==> src/hw/rtl/gaussian_blur_stream_macros.svh <==
// ----------------------------------------------------------------------------
// Assertion macros for the Gaussian blur stream block
// Implication checks clocked on clk and disabled while rst_n is low.
// ----------------------------------------------------------------------------
`ifndef GAUSSIAN_BLUR_STREAM_MACROS_SVH
`define GAUSSIAN_BLUR_STREAM_MACROS_SVH

// same-cycle implication
`define GBS_ASSERT_IMP(lbl, ante, cons, msg) \
  lbl: assert property (@(posedge clk) disable iff (!rst_n) (ante) |-> (cons)) \
    else $error(msg);

// next-cycle implication
`define GBS_ASSERT_NXT(lbl, ante, cons, msg) \
  lbl: assert property (@(posedge clk) disable iff (!rst_n) (ante) |=> (cons)) \
    else $error(msg);

`endif

==> src/hw/rtl/gbs_merge.sv <==
// ----------------------------------------------------------------------------
// gbs_merge
// Scale and saturate the lane sums and hold the result beat for the sink.
// ----------------------------------------------------------------------------
module gbs_merge #(
  parameter int CHANNELS = 3,
  parameter int ACC_W    = 48,
  parameter int SHIFT    = 32
) (
  input  logic                      clk,
  input  logic                      rst_n,
  input  logic                      load,
  input  logic [CHANNELS*ACC_W-1:0] acc_vec,
  input  logic                      last,
  output logic                      free,
  output logic                      out_valid,
  input  logic                      out_stall,
  output logic [7:0]                out_ch0,
  output logic [7:0]                out_ch1,
  output logic [7:0]                out_ch2,
  output logic                      out_frame_last
);

  logic [7:0] sat [3];
  logic [7:0] ch_r [3];
  logic       last_r;
  logic       valid_r;

  genvar g;
  generate
    for (g = 0; g < 3; g++) begin : g_sat
      if (g < CHANNELS) begin : g_live
        logic [ACC_W-1:0] shifted;
        assign shifted = acc_vec[g*ACC_W +: ACC_W] >> SHIFT;
        assign sat[g]  = (|shifted[ACC_W-1:8]) ? 8'hFF : shifted[7:0];
      end else begin : g_zero
        assign sat[g] = '0;
      end
    end
  endgenerate

  assign free = !valid_r || !out_stall;

  always_ff @(posedge clk) begin
    if (!rst_n) begin
      valid_r <= 1'b0;
    end else if (load) begin
      valid_r <= 1'b1;
    end else if (!out_stall) begin
      valid_r <= 1'b0;
    end
  end

  always_ff @(posedge clk) begin
    if (load) begin
      ch_r[0] <= sat[0];
      ch_r[1] <= sat[1];
      ch_r[2] <= sat[2];
      last_r  <= last;
    end
  end

  assign out_valid      = valid_r;
  assign out_ch0        = ch_r[0];
  assign out_ch1        = ch_r[1];
  assign out_ch2        = ch_r[2];
  assign out_frame_last = last_r;

endmodule

==> config.mk <==
export PLATFORM = sky130hd
export DESIGN_NAME = gbs_merge
export DESIGN_NICKNAME = d
export VERILOG_FILES = /design/src/hw/rtl/gaussian_blur_stream_macros.svh /design/src/hw/rtl/gbs_merge.sv
export SDC_FILE = /design/constraint.sdc
export NUM_CORES = 1
export LEC_CHECK = 0
export BUFFER_PORTS_ARGS = -buffer_cell sky130_fd_sc_hd__buf_2
export CAP_MARGIN = 20
export CORE_AREA = 2 2 69 71
export DETAILED_ROUTE_END_ITERATION = 8
export DIE_AREA = 0 0 71 73
export GPL_TIMING_DRIVEN = 1
export PLACE_DENSITY = 0.71
export SYNTH_ARGS = -nofsm -noshare
export SYNTH_HDL_FRONTEND = slang
export SYNTH_SLANG_ARGS = --single-unit
==> constraint.sdc <==
create_clock -name clk -period 2.14 [get_ports clk]
set_input_delay 0.107 -clock clk [delete_from_list [all_inputs] [get_ports clk]]
set_output_delay 0.107 -clock clk [all_outputs]
set_load 0.02 [all_outputs]
==> metrics <==
R2R setup slack 1.54 ns; Mapped Area 1040 µm²; Leak 0.620 nW; Mean Syn Cell Area 17.6 µm²; Worst EP required 2.12 ns; Routed wire per std cell 11.9 µm; Syn Nets 208; global routing usage on met3 0.0428; io pins 176; sum of negative setup slack 0 ns; Final Cycle Share 0.485; initial antenna violation count 0; Synthesis Warnings 0; first-pass GRT wire length 3500 µm; R2R Path Start out_valid; share of layout cells above drive strength 1 0.620; GRT met1 Usage 0.0899; clk slew on worst S/H paths 0.08 ns; Non-Filler Instances 196; hold endpoint out_frame_last; dpl ws 0.795 ns; Die Y 73 µm; placed cell count 192; layer with the highest usage met2; Final Skew 0 ns; row cnt 25; worst-margin pin slew 0.705 ns; synth unique cells 7; hpwl dp 1910 µm; Critical Path Fanout Max 8; Ant. Diodes 0; CP Launch Type input pin; Die Area 5180 µm²; net switching power 225 µW; hold_sp last; worst r2r path cells 2; FILL cells 445; Int Power 772 µW; port bufs 79; clk sink count 26; met2 Use GR 0.159; #FFs+latches synth 26; hold_buf cts 0; largest net degree at the start of global routing 27; total of max-cap violations 0; unrepaired setup endpoints after global routing no; Slew headroom 0.526; routability cong. 0.746; vias in the first global route 818; GRT overflow 0; Die Wd 71 µm; Worst setup EP type register; initial core utilization 0.230; Num CTS Buffers 3; final-report hold violation count 0; status finished clean; DRC 0; CTS tree done; Post CTS Setup Buffer Count 0; Final min period 1.04 ns; clk root buf clkbuf_8; Peak VDD IR 0.201 mV; H-tree depth 1; Core ar. 4540 µm²; kind of critical path input pin to register; clock share of power 0.270; clk_lat worst skew 0.26 ns; Placed Instance Area 1500 µm²; max-slew violation count 0; via count 834; endpoints failing setup 0; sequential share of power 0.591; reg-to-reg critical path endpoint out_valid; Sw Share 0.226; Syn-to-layout area delta 48.8%; TritonRoute pass-1 iters 4; antenna-violating nets left 0; Final nets 292; sequential area share after synthesis 0.740; setup ws final 1.10 ns; CTS resizes 0; drt initial violations 58; PwrDens 643 nW/µm²; Vias/cell 4.26; WL final 2330 µm; Finished Cell Area 1550 µm²; achievable clock frequency 0.964 GHz; GRT Overall Usage 0.0868; WP data arrival 1.02 ns; worst hold path depth 1; cell count after synthesis 59; Comb pwr share 0.140; Hold Crit Class input pin to register; clock buffer depth 2
==> cells in the final DEF, fill, tap and decap left out, drive strengths merged <==
master and count:
buf 79, edfxtp 25, nand3b 24, nor4 6
clkbuf 3, nand2 1, a21oi 1, nor2b 1
clkinv 1, dfxtp 1
==> worst max-delay path by stage <==
stage	from	endpoint	slack, ns	depth (start not counted)
after floorplan	acc_vec[41]	ch_r[0][0]	1.14	2
after global placement	acc_vec[41]	ch_r[0][4]	0.85	3
after detailed placement	acc_vec[45]	ch_r[0][5]	0.80	3
after CTS	acc_vec[45]	ch_r[0][5]	1.09	3
after global routing	acc_vec[45]	ch_r[0][3]	0.94	3
final	acc_vec[45]	ch_r[0][5]	1.10	3
==> critical path, stage by stage <==
cell      delay [ns]
buf_2           0.10
nor4_2          0.65
nand3b_1        0.16
==> Yosys cell counts <==
cell type | count | area share
a21oi_1 | 1 | 0.0048
dfxtp_1 | 1 | 0.019
edfxtp_1 | 25 | 0.72
nand2_1 | 1 | 0.0036
nand3b_1 | 24 | 0.17
nor2b_1 | 1 | 0.0060
nor4_2 | 6 | 0.072
==> power groups by stage <==
stage / Clock [mW] / Sequential [mW] / Combinational (mW)
2_1_floorplan: 0 / 0.638 / 0.0172
5_1_grt: 0.304 / 0.592 / 0.150
4_1_cts: 0.282 / 0.589 / 0.141
3_3_place_gp: 0 / 0.600 / 0.139
3_5_place_dp: 0 / 0.601 / 0.141
6_report: 0.269 / 0.588 / 0.139
==> per-layer routing <==
layer	vias up	wire, µm	part of all wire
met1	387	853	0.37
met4	0	0	0
met2	43	1180	0.51
met5	-	0	0
li1	404	-	-
met3	0	299	0.13
==> cell families (layout without fill, tap and decap cells) <==
logic type      count (synthesis)  count (layout)  synth area share
buf+inv                         0              83                 0
simple gates                   32              32             0.255
flops                          26              26             0.740
compound gates                  1               1           0.00480
==> state kept, by name, summed over array words and instances, names as in the netlist <==
signal	cells
ch_r	24
out_frame_last	1
out_valid	1
==> area by class of cell <==
cell class	instances	area [µm²]	share of cell area
well taps	54	67.6	0.0436
multi-input cells	33	270	0.174
flip-flops and latches	26	771	0.498
clock inverters	1	3.75	0.00242
repair buffers	79	395	0.255
clock buffers	3	41.3	0.0267
==> stage by stage <==
| step | utilization | hold slack, ns | power [mW] |
|---|---|---|---|
| 2_1_floorplan | - | 0.206 | 0.655 |
| 3_3_place_gp | 0.332 | 0.289 | 0.739 |
| 3_5_place_dp | 0.332 | 0.289 | 0.742 |
| 4_1_cts | 0.342 | 0.0107 | 1.01 |
| 5_1_grt | 0.342 | 0.0161 | 1.05 |
| 6_report | 0.342 | 0.0169 | 0.996 |
No activity file was read; power rests on OpenSTA's default activity.
