--- config.mk ---
export PLATFORM = sky130hd
export DESIGN_NAME = gbs_lane
export DESIGN_NICKNAME = d
export VERILOG_FILES = /design/src/hw/rtl/gaussian_blur_stream_macros.svh /design/src/hw/rtl/gbs_pkg.sv /design/src/hw/rtl/gbs_lane.sv
export SDC_FILE = /design/constraint.sdc
export NUM_CORES = 1
export LEC_CHECK = 0
export BUFFER_PORTS_ARGS = -buffer_cell sky130_fd_sc_hd__buf_4
export CAP_MARGIN = 25
export CORE_AREA = 2 2 189 191
export CTS_CLUSTER_SIZE = 28
export DETAILED_ROUTE_END_ITERATION = 12
export DIE_AREA = 0 0 191 193
export GPL_TIMING_DRIVEN = 0
export REMOVE_ABC_BUFFERS = 1
export SYNTH_ARGS = -nofsm -noshare
export SYNTH_HDL_FRONTEND = slang
export SYNTH_SLANG_ARGS = --single-unit
--- constraint.sdc ---
create_clock -name clk -period 5.27 [get_ports clk]
set_clock_uncertainty 0.15 [all_clocks]
set_input_delay 0.7905 -clock clk [delete_from_list [all_inputs] [get_ports clk]]
set_output_delay 0.7905 -clock clk [all_outputs]
set_load 0.05 [all_outputs]
--- src/hw/rtl/gaussian_blur_stream_macros.svh ---
// ----------------------------------------------------------------------------
// Assertion macros for the Gaussian blur stream block
// Implication checks clocked on clk and disabled while rst_n is low.
// ----------------------------------------------------------------------------
`ifndef GAUSSIAN_BLUR_STREAM_MACROS_SVH
`define GAUSSIAN_BLUR_STREAM_MACROS_SVH

// same-cycle implication
`define GBS_ASSERT_IMP(lbl, ante, cons, msg) \
  lbl: assert property (@(posedge clk) disable iff (!rst_n) (ante) |-> (cons)) \
    else $error(msg);

// next-cycle implication
`define GBS_ASSERT_NXT(lbl, ante, cons, msg) \
  lbl: assert property (@(posedge clk) disable iff (!rst_n) (ante) |=> (cons)) \
    else $error(msg);

`endif

--- src/hw/rtl/gbs_pkg.sv ---
// ----------------------------------------------------------------------------
// gbs_pkg
// Shared constants, register indexes, state and control types of the blur.
// ----------------------------------------------------------------------------
package gbs_pkg;

  localparam int DEF_MAX_RADIUS = 3;
  localparam int DEF_MAX_WIDTH  = 1024;
  localparam int DEF_CHANNELS   = 3;
  localparam int DEF_COEF_BITS  = 16;

  localparam int MAX_HEIGHT = 4096;
  localparam int PIX_W      = 8;
  localparam int HGT_W      = 13;
  localparam int ROW_W      = 12;
  localparam int CFG_IDX_W  = 3;
  localparam int CFG_DATA_W = 17;
  localparam int NUM_COEF   = 4;

  localparam logic [10:0] RST_IMAGE_WIDTH   = 11'd256;
  localparam logic [12:0] RST_IMAGE_HEIGHT  = 13'd256;
  localparam logic [1:0]  RST_KERNEL_RADIUS = 2'd1;
  localparam logic [16:0] RST_COEF_CENTER   = 17'd26346;
  localparam logic [16:0] RST_COEF_OFF1     = 17'd19595;
  localparam logic [16:0] RST_COEF_OFF2     = 17'd0;
  localparam logic [16:0] RST_COEF_OFF3     = 17'd0;

  typedef enum logic [CFG_IDX_W-1:0] {
    REG_IMAGE_WIDTH   = 3'd0,
    REG_IMAGE_HEIGHT  = 3'd1,
    REG_KERNEL_RADIUS = 3'd2,
    REG_COEF_CENTER   = 3'd3,
    REG_COEF_OFF1     = 3'd4,
    REG_COEF_OFF2     = 3'd5,
    REG_COEF_OFF3     = 3'd6
  } cfg_reg_t;

  typedef enum logic [1:0] {
    ST_IDLE  = 2'd0,
    ST_RUN   = 2'd1,
    ST_DRAIN = 2'd2,
    ST_FIN   = 2'd3
  } gbs_state_t;

  typedef struct packed {
    logic clr;
    logic tap_ok;
  } lane_ctl_t;

endpackage

--- src/hw/rtl/gbs_lane.sv ---
// ----------------------------------------------------------------------------
// gbs_lane
// One channel: pixel times tap weight, then accumulate over the window.
// ----------------------------------------------------------------------------
module gbs_lane #(
  parameter int WT_W  = 34,
  parameter int ACC_W = 48
) (
  input  logic                    clk,
  input  gbs_pkg::lane_ctl_t      ctl,
  input  logic [gbs_pkg::PIX_W-1:0] pix,
  input  logic [WT_W-1:0]         weight,
  output logic [ACC_W-1:0]        acc
);

  logic [WT_W+gbs_pkg::PIX_W-1:0] prod_r;
  logic [WT_W+gbs_pkg::PIX_W-1:0] prod_nxt;
  logic [ACC_W-1:0]               acc_r;

  // padding taps contribute nothing
  assign prod_nxt = ctl.tap_ok ? (WT_W+gbs_pkg::PIX_W)'(pix * weight) : '0;

  always_ff @(posedge clk) begin
    prod_r <= prod_nxt;
    if (ctl.clr) begin
      acc_r <= '0;
    end else begin
      acc_r <= acc_r + ACC_W'(prod_r);
    end
  end

  assign acc = acc_r;

endmodule

==> results.md, run 1 <==
- Hold_buf cts: 0
- CTS Buf Count: 9
- RSZ-0062 raised after global routing: yes
- Number of remaining DRC errors: 0
- Max Slew Vio Count: 0
- Root Buffer: clkbuf_16
- Sequential fraction of design power: 12.5%
- Clk pin slew, worst setup/hold paths: 0.06 ns
- Number of max-cap violations: 0
- Maximum fanout along the worst path: 8
- Initial antenna violation count: 0
- Startpoint Class: primary input
- Total chip power: 9100 uW
- Status: finished, final reports clean
- Total number of vias: 10500
- P_sw: 4580 uW
- Seq/Total Area, Yosys: 13.4%
- Via density: 5.07
- Dpl hpwl: 25.0 mm
- Antenna cells: 0
- Gr usage total: 17.8%
- Top FF cell, synth: dfxtp_1
- Synth Register Bits: 90
- WHS Path Cells: 2
- Arrival time of the worst setup path: 5.35 ns
- Num Clock Sinks: 90
- Die Area: 36900 sq um
- Placed cells: 2028
- Antenna violation net count after detailed routing: 0
- Layout cells sized above 1: 13.8%
- Power Density: 584 nW/um^2
- Commonest non-fill, non-tap cell in the layout: and2_1
- Critical Path RT: 5.37 ns
- Synth unique cells: 71
- Die span in y: 193 microns
- Crit path capture type: flop
- Tmin final: 5.25 ns
- Final cell count without fillers: 2077
- Starting DRC count in detailed routing: 701
- Ys Warns: 0
- Logic pwr share: 80.6%
- Area grow syn2layout: 15.9%
- IO Port Bufs: 92
- Final setup viols: 0
- Average cell area after synthesis: 8.69 sq um
- Pleak: 0.00760 uW
- Mapped Area: 13400 sq um
- Worst-Margin Slew: 0.612 ns
- Critical path class: in -> reg
- Core ar.: 35000 sq um
- Final Hold Viols: 0
- IO Count: 93
- Syn Inst Count: 1548
- Global-route wire length before repair: 53.6 mm
- Max Clock Freq: 190 MHz
- Rel. slew slack: 58.8%
- Vias in the first global route: 10800
- Internal power: 4520 uW
- Die width: 191 microns
- HP Class: reg -> reg
- Post-synth ARST share: 0%
- Worst R2R Path Depth: 12
- Period Utilization, post-route: 99.7%
- Most frequent cells in the layout: and2_1, fa_1, inv_1
- Max H-tree Level: 3
- Initial Util: 38.5%
- Placer Congestion: 0.860
- Cell Rows: 69
- Nets: 1953
- Worst skew pair latency: 0.35 ns
- Wirelength per Cell: 16.4 microns
- EDFF count, synth: 0
- Peak supply drop: 248 uV
- Grt total ovfl: 0
- Clock share of power: 7.0%
- Drt total wl: 34.0 mm
- Largest net degree at the start of global routing: 52
- Switching share of power: 50.3%
- CTS tree: yes
- Longest Clk Path Bufs: 2
- First drt pass iteration count: 5
==> per-layer routing <==
layer  track usage [%]  wire (microns)  share of wire (%)
met1              25.2           16400                 48
met2              29.5           15800                 46
met3              1.65            1250                3.7
met4              4.20             622                1.8
met5                 0               0                  0
==> cells in the mapped netlist (all sizes together), types with 29 or more instances <==
cell type	n	area share (%)
a21o	60	3.3
a21oi	78	2.9
and2	260	12
clkbuf	66	1.9
dfxtp	90	13
fa	193	29
ha	104	9.7
inv	190	5.3
nand2	104	2.9
nor2	77	2.1
o21ai	45	1.7
xnor2	39	2.5
xor2	29	1.9
==> worst max-delay path, cell delays in order <==
cell and delay, ns:
buf_4 0.15, and2_4 0.16, fa_1 0.56, fa_1 0.44
fa_1 0.50, inv_1 0.06, fa_1 0.52, inv_2 0.06
ha_4 0.25, a211o_1 0.27, a311o_1 0.40, buf_4 0.17
a21boi_4 0.13, o31a_1 0.21, o211ai_1 0.16, buf_4 0.17
a21oi_2 0.14, xnor2_1 0.07, and2_1 0.15
==> sequential cells by signal, summed over array words and instances (netlist names) <==
name	count
acc	48
prod_r	42
==> final cells by class <==
class,count,area (sq um)
Fill cell,3458,19400
Multi-Input combinational cell,1195,10900
Sequential cell,90,1800
Timing Repair Buffer,125,1250
Inverter,190,713
Tap cell,461,577
Clock buffer,9,225
Clock inverter,7,75.1
==> logic make-up after synthesis <==
| logic type | count (synthesis) | synth area share, % |
|---|---|---|
| multiplexers | 5 | 0.400 |
| buffers and inverters | 263 | 7.39 |
| XOR/XNOR | 68 | 4.43 |
| flip-flops | 90 | 13.4 |
| AO/OA/AOI/OAI | 275 | 13.9 |
| adder cells (fa/ha/maj) | 297 | 38.4 |
| AND/OR/NAND/NOR | 550 | 22.0 |
==> final timing paths <==
path / startpoint / end / slack (ns)
setup / recovery: weight[6] / prod_r[36] / 0.02
setup reg to reg: acc[0] / acc[46] / 1.58
hold reg to reg: acc[44] / acc[44] / 0.36
hold / removal: acc[44] / acc[44] / 0.36
==> power groups by stage <==
stage	Sequential (uW)	Clock, uW	Combinational, uW
3_3_place_gp	1160	0	6420
5_1_grt	1160	680	8180
4_1_cts	1140	660	6840
2_1_floorplan	1570	0	4600
6_report	1130	636	7330
3_5_place_dp	1160	0	6500
==> stage by stage <==
step / hold WS (ns) / setup TNS (ns) / cell area (sq um) / util, % / setup slack (ns)
after floorplan: 0.374 / -0.519 / 13200 / - / -0.138
after global placement: 0.334 / -12.93 / 14400 / 41.3 / -0.991
after detailed placement: 0.355 / -13.67 / 14400 / 41.3 / -0.998
after CTS: 0.366 / -0.122 / 15000 / 42.8 / -0.0643
after global routing: 0.397 / -0.423 / 15600 / 44.6 / -0.141
final: 0.359 / 0 / 15600 / 44.6 / 0.0152
==> timing repair <==
action / in CTS / in global routing
pin swaps: 18 / 57
setup endpoints to repair: 19 / 14
gates resized for setup: 36 / 68
cloned: 0 / 9
setup buffers: 6 / 18
Note: power is estimated with default switching activity, not from simulation.
==> inputs of run 2 (changes only) <==
==> constraint.sdc (replaced) <==
create_clock -name clk -period 5 [get_ports clk]
set_clock_uncertainty 0.15 [all_clocks]
set_input_delay 0.75 -clock clk [delete_from_list [all_inputs] [get_ports clk]]
set_output_delay 0.75 -clock clk [all_outputs]
set_load 0.05 [all_outputs]
==> results.md, run 2 (synthesis gave the netlist of run 1 again) <==
- Status: finished, violations left
- Failing checks: negative setup slack
- Final setup viols: 5
- Final Hold Viols: 0
- Initial Util: 38.5%
- Global-route wire length before repair: 57.0 mm
- Initial antenna violation count: 0
- Area of the multi-input gates: 11200 sq um
- Antenna cells: 0
- Cell Rows: 69
- Fillers: 3398
- Die width: 191 microns
- Max H-tree Level: 3
- IO Count: 93
- Nets: 1972
- Placed cells: 2028
- Via density: 5.09
- Critical Path End: prod_r[41]
- Crit path capture type: flop
- Internal power: 5220 uW
- Pleak: 0.00778 uW
- Worst skew pair latency: 0.35 ns
- Register area: 1800 sq um
- Dpl hpwl: 25.0 mm
- Final worst slack: -0.107 ns
- First drt pass iteration count: 5
- Hold_buf cts: 0
- Clock share of power: 6.5%
- Max Slew Vio Count: 0
- RSZ-0062 raised after global routing: yes
- Critical path class: in -> reg
- Wirelength per Cell: 16.7 microns
- Reg2reg end: acc[46]
- Rel. slew slack: 56.7%
- Gr usage total: 19.3%
- Worst R2R Path Depth: 12
- Peak supply drop: 301 uV
- Worst-Margin Slew: 0.644 ns
- Hold WS: 0.358 ns
- P_sw: 5080 uW
- Arrival time of the worst setup path: 5.20 ns
- Maximum fanout along the worst path: 5
- Die span in y: 193 microns
- Most frequent cells in the layout: and2_1, fa_1, inv_1
- Core ar.: 35000 sq um
- Drt total wl: 35.0 mm
- Period Utilization, post-route: 102%
- Placer Congestion: 0.860
- Critical Path RT: 5.10 ns
- Max reg flops: 48
- Final cell count without fillers: 2096
- Logic pwr share: 81.9%
- Starting DRC count in detailed routing: 650
- CTS tree: yes
- Root Buffer: clkbuf_16
- Longest Clk Path Bufs: 2
- Max Clock Freq: 196 MHz
- Number of max-cap violations: 0
- Layout cells sized above 1: 17.6%
- Worst R2R Setup Slack: 1.30 ns
- Commonest non-fill, non-tap cell in the layout: and2_1
- Largest net degree at the start of global routing: 52
- Area grow syn2layout: 19.7%
- Vias in the first global route: 11100
- Total number of vias: 10700
- Switching share of power: 49.3%
- Clk pin slew, worst setup/hold paths: 0.06 ns
- Startpoint Class: primary input
- Reg2Reg Launch Point: acc[0]
- Grt total ovfl: 0
- CTS Buf Count: 9
- Number of remaining DRC errors: 0
- IO Port Bufs: 92
- Sequential fraction of design power: 11.6%
- Num Clock Sinks: 90
- Tmin final: 5.11 ns
- CP Launch Point: pix[2]
- HP Class: reg -> reg
- Antenna violation net count after detailed routing: 0
- Die Area: 36900 sq um
- Power Density: 640 nW/um^2
## run 2: metal layers
metal	vias up	global-route usage, %	wire length [microns]
met5	-	0	0
met4	0	4.26	731
met3	46	1.68	1110
met2	199	33.1	16400
met1	5246	26.4	16800
li1	5170	-	-
## run 2: power by group through the flow
stage	clock [uW]	combinational [uW]	sequential [uW]
after floorplan	0	4850	1660
after global placement	0	6770	1230
after detailed placement	0	6850	1220
after CTS	695	7590	1200
after global routing	717	9310	1230
final	670	8430	1200
## run 2: metrics by stage
step | total power [uW] | setup slack (ns) | setup TNS, ns | util (%) | cell area [sq um]
4_1_cts | 9490 | -0.0398 | -0.0466 | 44.5 | 15600
5_1_grt | 11300 | -0.228 | -1.57 | 46.0 | 16100
2_1_floorplan | 6510 | -0.367 | -3.09 | - | 13200
3_3_place_gp | 8000 | -1.22 | -19.42 | 41.3 | 14400
3_5_place_dp | 8070 | -1.23 | -20.24 | 41.3 | 14400
6_report | 10300 | -0.107 | -0.236 | 46.0 | 16100
## run 2: worst min-delay path by stage
stage | start | end | cells past startpoint
CTS | acc[44] | acc[44] | 2
finish | acc[44] | acc[44] | 2
detailed placement | acc[44] | acc[44] | 2
global route | acc[44] | acc[44] | 2
floorplan | prod_r[0] | acc[0] | 2
global placement | acc[44] | acc[44] | 2
## run 2: repair_timing
action / in CTS / in global routing
buffers inserted: 21 / 22
gates resized for setup: 97 / 82
cloned: 8 / 2
setup endpoints to repair: 25 / 16
pin swaps: 72 / 59
## run 2: worst max-delay path: stages
cell	delay, ns
clkbuf_16	0.14
buf_4	0.12
and2_4	0.13
fa_1	0.54
fa_1	0.43
fa_1	0.53
inv_2	0.04
fa_1	0.52
inv_2	0.05
ha_4	0.22
a211o_1	0.27
o32a_1	0.33
o211a_1	0.29
o21ai_4	0.18
o21ai_2	0.11
a311oi_2	0.30
xnor2_1	0.10
and2_1	0.15
## run 2: final cells by class
| type | count | area share (%) |
|---|---|---|
| inverter | 190 | 4.43 |
| sequential | 90 | 11.2 |
| timing repair buffer | 144 | 9.34 |
| clock buffer | 9 | 1.40 |
| tap | 461 | 3.58 |
| multi-input combinational | 1195 | 69.6 |
| clock inverter | 7 | 0.466 |
==> inputs of run 3 (changes only) <==
--- a/config.mk
+++ b/config.mk
@@ -5,12 +5,13 @@
 export SDC_FILE = /design/constraint.sdc
 export NUM_CORES = 1
 export LEC_CHECK = 0
+export ABC_AREA = 1
 export BUFFER_PORTS_ARGS = -buffer_cell sky130_fd_sc_hd__buf_4
 export CAP_MARGIN = 25
-export CORE_AREA = 2 2 189 191
+export CORE_AREA = 2 2 207 209
 export CTS_CLUSTER_SIZE = 28
 export DETAILED_ROUTE_END_ITERATION = 12
-export DIE_AREA = 0 0 191 193
+export DIE_AREA = 0 0 209 211
 export GPL_TIMING_DRIVEN = 0
 export REMOVE_ABC_BUFFERS = 1
 export SYNTH_ARGS = -nofsm -noshare
==> results.md, run 3 <==
- Rel. slew slack: 44.1%
- CTS tree: yes
- Startpoint Class: primary input
- Antenna violation net count after detailed routing: 0
- Cell Rows: 75
- Seq/Total Area, Yosys: 11.2%
- Mapped Area: 16100 sq um
- HP Class: reg -> reg
- Final Hold Viols: 0
- Tmin final: 4.70 ns
- Root Buffer: clkbuf_16
- Via density: 4.61
- Critical Path End: prod_r[36]
- Hold WS: 0.402 ns
- IO Port Bufs: 92
- Synth Register Bits: 90
- WHS Path Cells: 3
- Antenna cells: 0
- Crit path depth: 20
- Global-route wire length before repair: 72.7 mm
- Reg2Reg Launch Point: acc[0]
- Vias in the first global route: 14800
- Post-synth top area cell: fa_1
- Share of the synthesized area in the top cell type: 24.0%
- Final worst slack: 0.301 ns
- Peak supply drop: 234 uV
- Largest net degree at the start of global routing: 45
- Synth unique cells: 33
- CP Launch Point: pix[6]
- First drt pass iteration count: 7
- Top FF cell, synth: dfxtp_1
- Status: finished, final reports clean
- Critical Path RT: 5.12 ns
- Max Clock Freq: 213 MHz
- Pleak: 0.0111 uW
- Crit path capture type: flop
- CP dominant cell by count: nand2_1
- Dpl hpwl: 36.1 mm
- Buf/Inv on CP: 4
- Worst R2R Path Depth: 12
- Placement Setup Slack: -0.258 ns
- Worst-Margin Slew: 0.837 ns
- Top cells by count, synth: nand2_1, inv_1, fa_1
- EDFF count, synth: 0
- Clk pin slew, worst setup/hold paths: 0.08 ns
- CTS Buf Count: 9
- Core Util, Final: 41.9%
- Area of the multi-input gates: 11100 sq um
- CP max stage delay: 0.55 ns
- Grt total ovfl: 0
- Worst skew pair latency: 0.36 ns
- Max reg flops: 48
- Worst R2R Setup Slack: 2.67 ns
- RSZ-0062 raised after global routing: no
- Number of max-cap violations: 0
- Core ar.: 41800 sq um
- Ys Warns: 0
- Max H-tree Level: 3
- Critical path's top delay family: adder cells
- Drt total wl: 43.4 mm
- Longest Clk Path Bufs: 2
- Total chip power: 8970 uW
- IO Count: 93
- Commonest non-fill, non-tap cell in the layout: nand2_1
- Final setup viols: 0
- Arrival time of the worst setup path: 4.82 ns
- Slowest cell on the critical path: fa_1
- Die Area: 44100 sq um
- Die span in y: 211 microns
- Num Clock Sinks: 90
- Top cells by area, synth: fa_1, nand2_1, inv_1, dfxtp_1, ha_1
- Maximum fanout along the worst path: 34
- Number of remaining DRC errors: 0
- Syn Inst Count: 2590
- Power Density: 513 nW/um^2
- Wirelength per Cell: 13.7 microns
- Area grow syn2layout: 8.76%
- Max Slew Vio Count: 0
- Post-synth ARST share: 0%
- Register area: 1800 sq um
- Gr usage total: 20.5%
- Initial Util: 38.5%
- Die width: 209 microns
- Placer Congestion: 0.940
- Period Utilization, post-route: 94.0%
- Starting DRC count in detailed routing: 764
- Total number of vias: 14600
- Initial antenna violation count: 0
- Fillers: 4476
- Nets: 2961
- Average cell area after synthesis: 6.21 sq um
- Critical path class: in -> reg
- Reg2reg end: acc[36]
- Layout cells sized above 1: 8.57%
- Crit path cell chain: buf_12 -> nand2_1 -> inv_1 -> fa_1 -> fa_1 -> fa_1 -> inv_1 -> fa_1 -> inv_1 -> ha_1 -> nand2_2 -> nor2_2 -> nand3_1 -> nand3_2 -> nand2_1 -> nand2_1 -> nand2_1 -> nand3_1 -> nand2_1 -> nor2_1
- Most frequent cells in the layout: nand2_1, inv_1, fa_1
- Count leader, synth: nand2_1
run 3: changes by cell type in the layout (fill, tap and decap cells not counted), moves of 30 or more:
cell,before,now
nand3_1,19,65
a21oi_1,68,118
and2_1,240,2
a21o_1,60,0
nor2_1,76,149
inv_1,175,736
nand2_1,99,844
xnor2_1,38,1
nand2_2,3,35
nor2_2,1,31
run 3: worst min-delay path by stage:
stage / from / end / slack (ns)
floorplan: prod_r[0] / acc[0] / 0.37
global placement: acc[47] / acc[47] / 0.38
detailed placement: acc[47] / acc[47] / 0.39
CTS: acc[47] / acc[47] / 0.40
global route: acc[47] / acc[47] / 0.44
finish: acc[47] / acc[47] / 0.40
run 3: area by class of cell:
cell class	instances	area share, %
Clock buffer	10	1.37
Timing Repair Buffer	92	4.29
Sequential cell	90	10.3
Clock inverter	6	0.322
Multi-Input combinational cell	1671	63.7
Tap cell	539	3.86
Inverter	755	16.2
run 3: stage by stage:
stage / area, sq um / cells / TNS, ns
finish: 17500 / 3163 / 0
global route: 17500 / 3163 / 0
CTS: 17400 / 3163 / 0
detailed placement: 17100 / 3147 / -3.74
global placement: 17100 / 3147 / -2.80
floorplan: 15800 / 2516 / 0
run 3: routing by layer:
metal | GRT usage (%) | part of all wire, % | vias to the layer above | wire (microns)
met5 | 0 | 0 | - | 0
met4 | 5.37 | 1.8 | 0 | 773
met3 | 0.818 | 3.1 | 49 | 1330
met2 | 36.4 | 48 | 303 | 20800
met1 | 27.4 | 47 | 6782 | 20500
li1 | - | - | 7461 | -
run 3: repair_timing:
action | CTS | global route
setup buffers | 0 | 0
endpoints found under the setup margin | 0 | 26
hold buffers | 0 | 0
gates resized for setup | 0 | 16
hold endpoints to repair | 0 | 0
run 3: cell families (layout without fill, tap and decap cells):
group / after synthesis / after routing / share of synthesized area (%)
AND/OR/NAND/NOR: 1186 / 1186 / 31.0
buffers and inverters: 829 / 863 / 19.6
adder cells (fa/ha/maj): 297 / 297 / 32.1
AO/OA/AOI/OAI: 186 / 186 / 6.03
flip-flops: 90 / 90 / 11.2
XOR/XNOR: 2 / 2 / 0.109
run 3: tightest hold or removal path: stages (launching register included):
cell and delay (ns):
dfxtp_1 0.36, nand2_1 0.07, clkinv_1 0.05, nor2_2 0.03
run 3: power by group:
group | total [uW] | switching, uW | internal [uW]
Clock | 697 | 334 | 363
Combinational | 7100 | 4770 | 2320
Sequential | 1180 | 189 | 990
Total | 8970 | 5300 | 3680
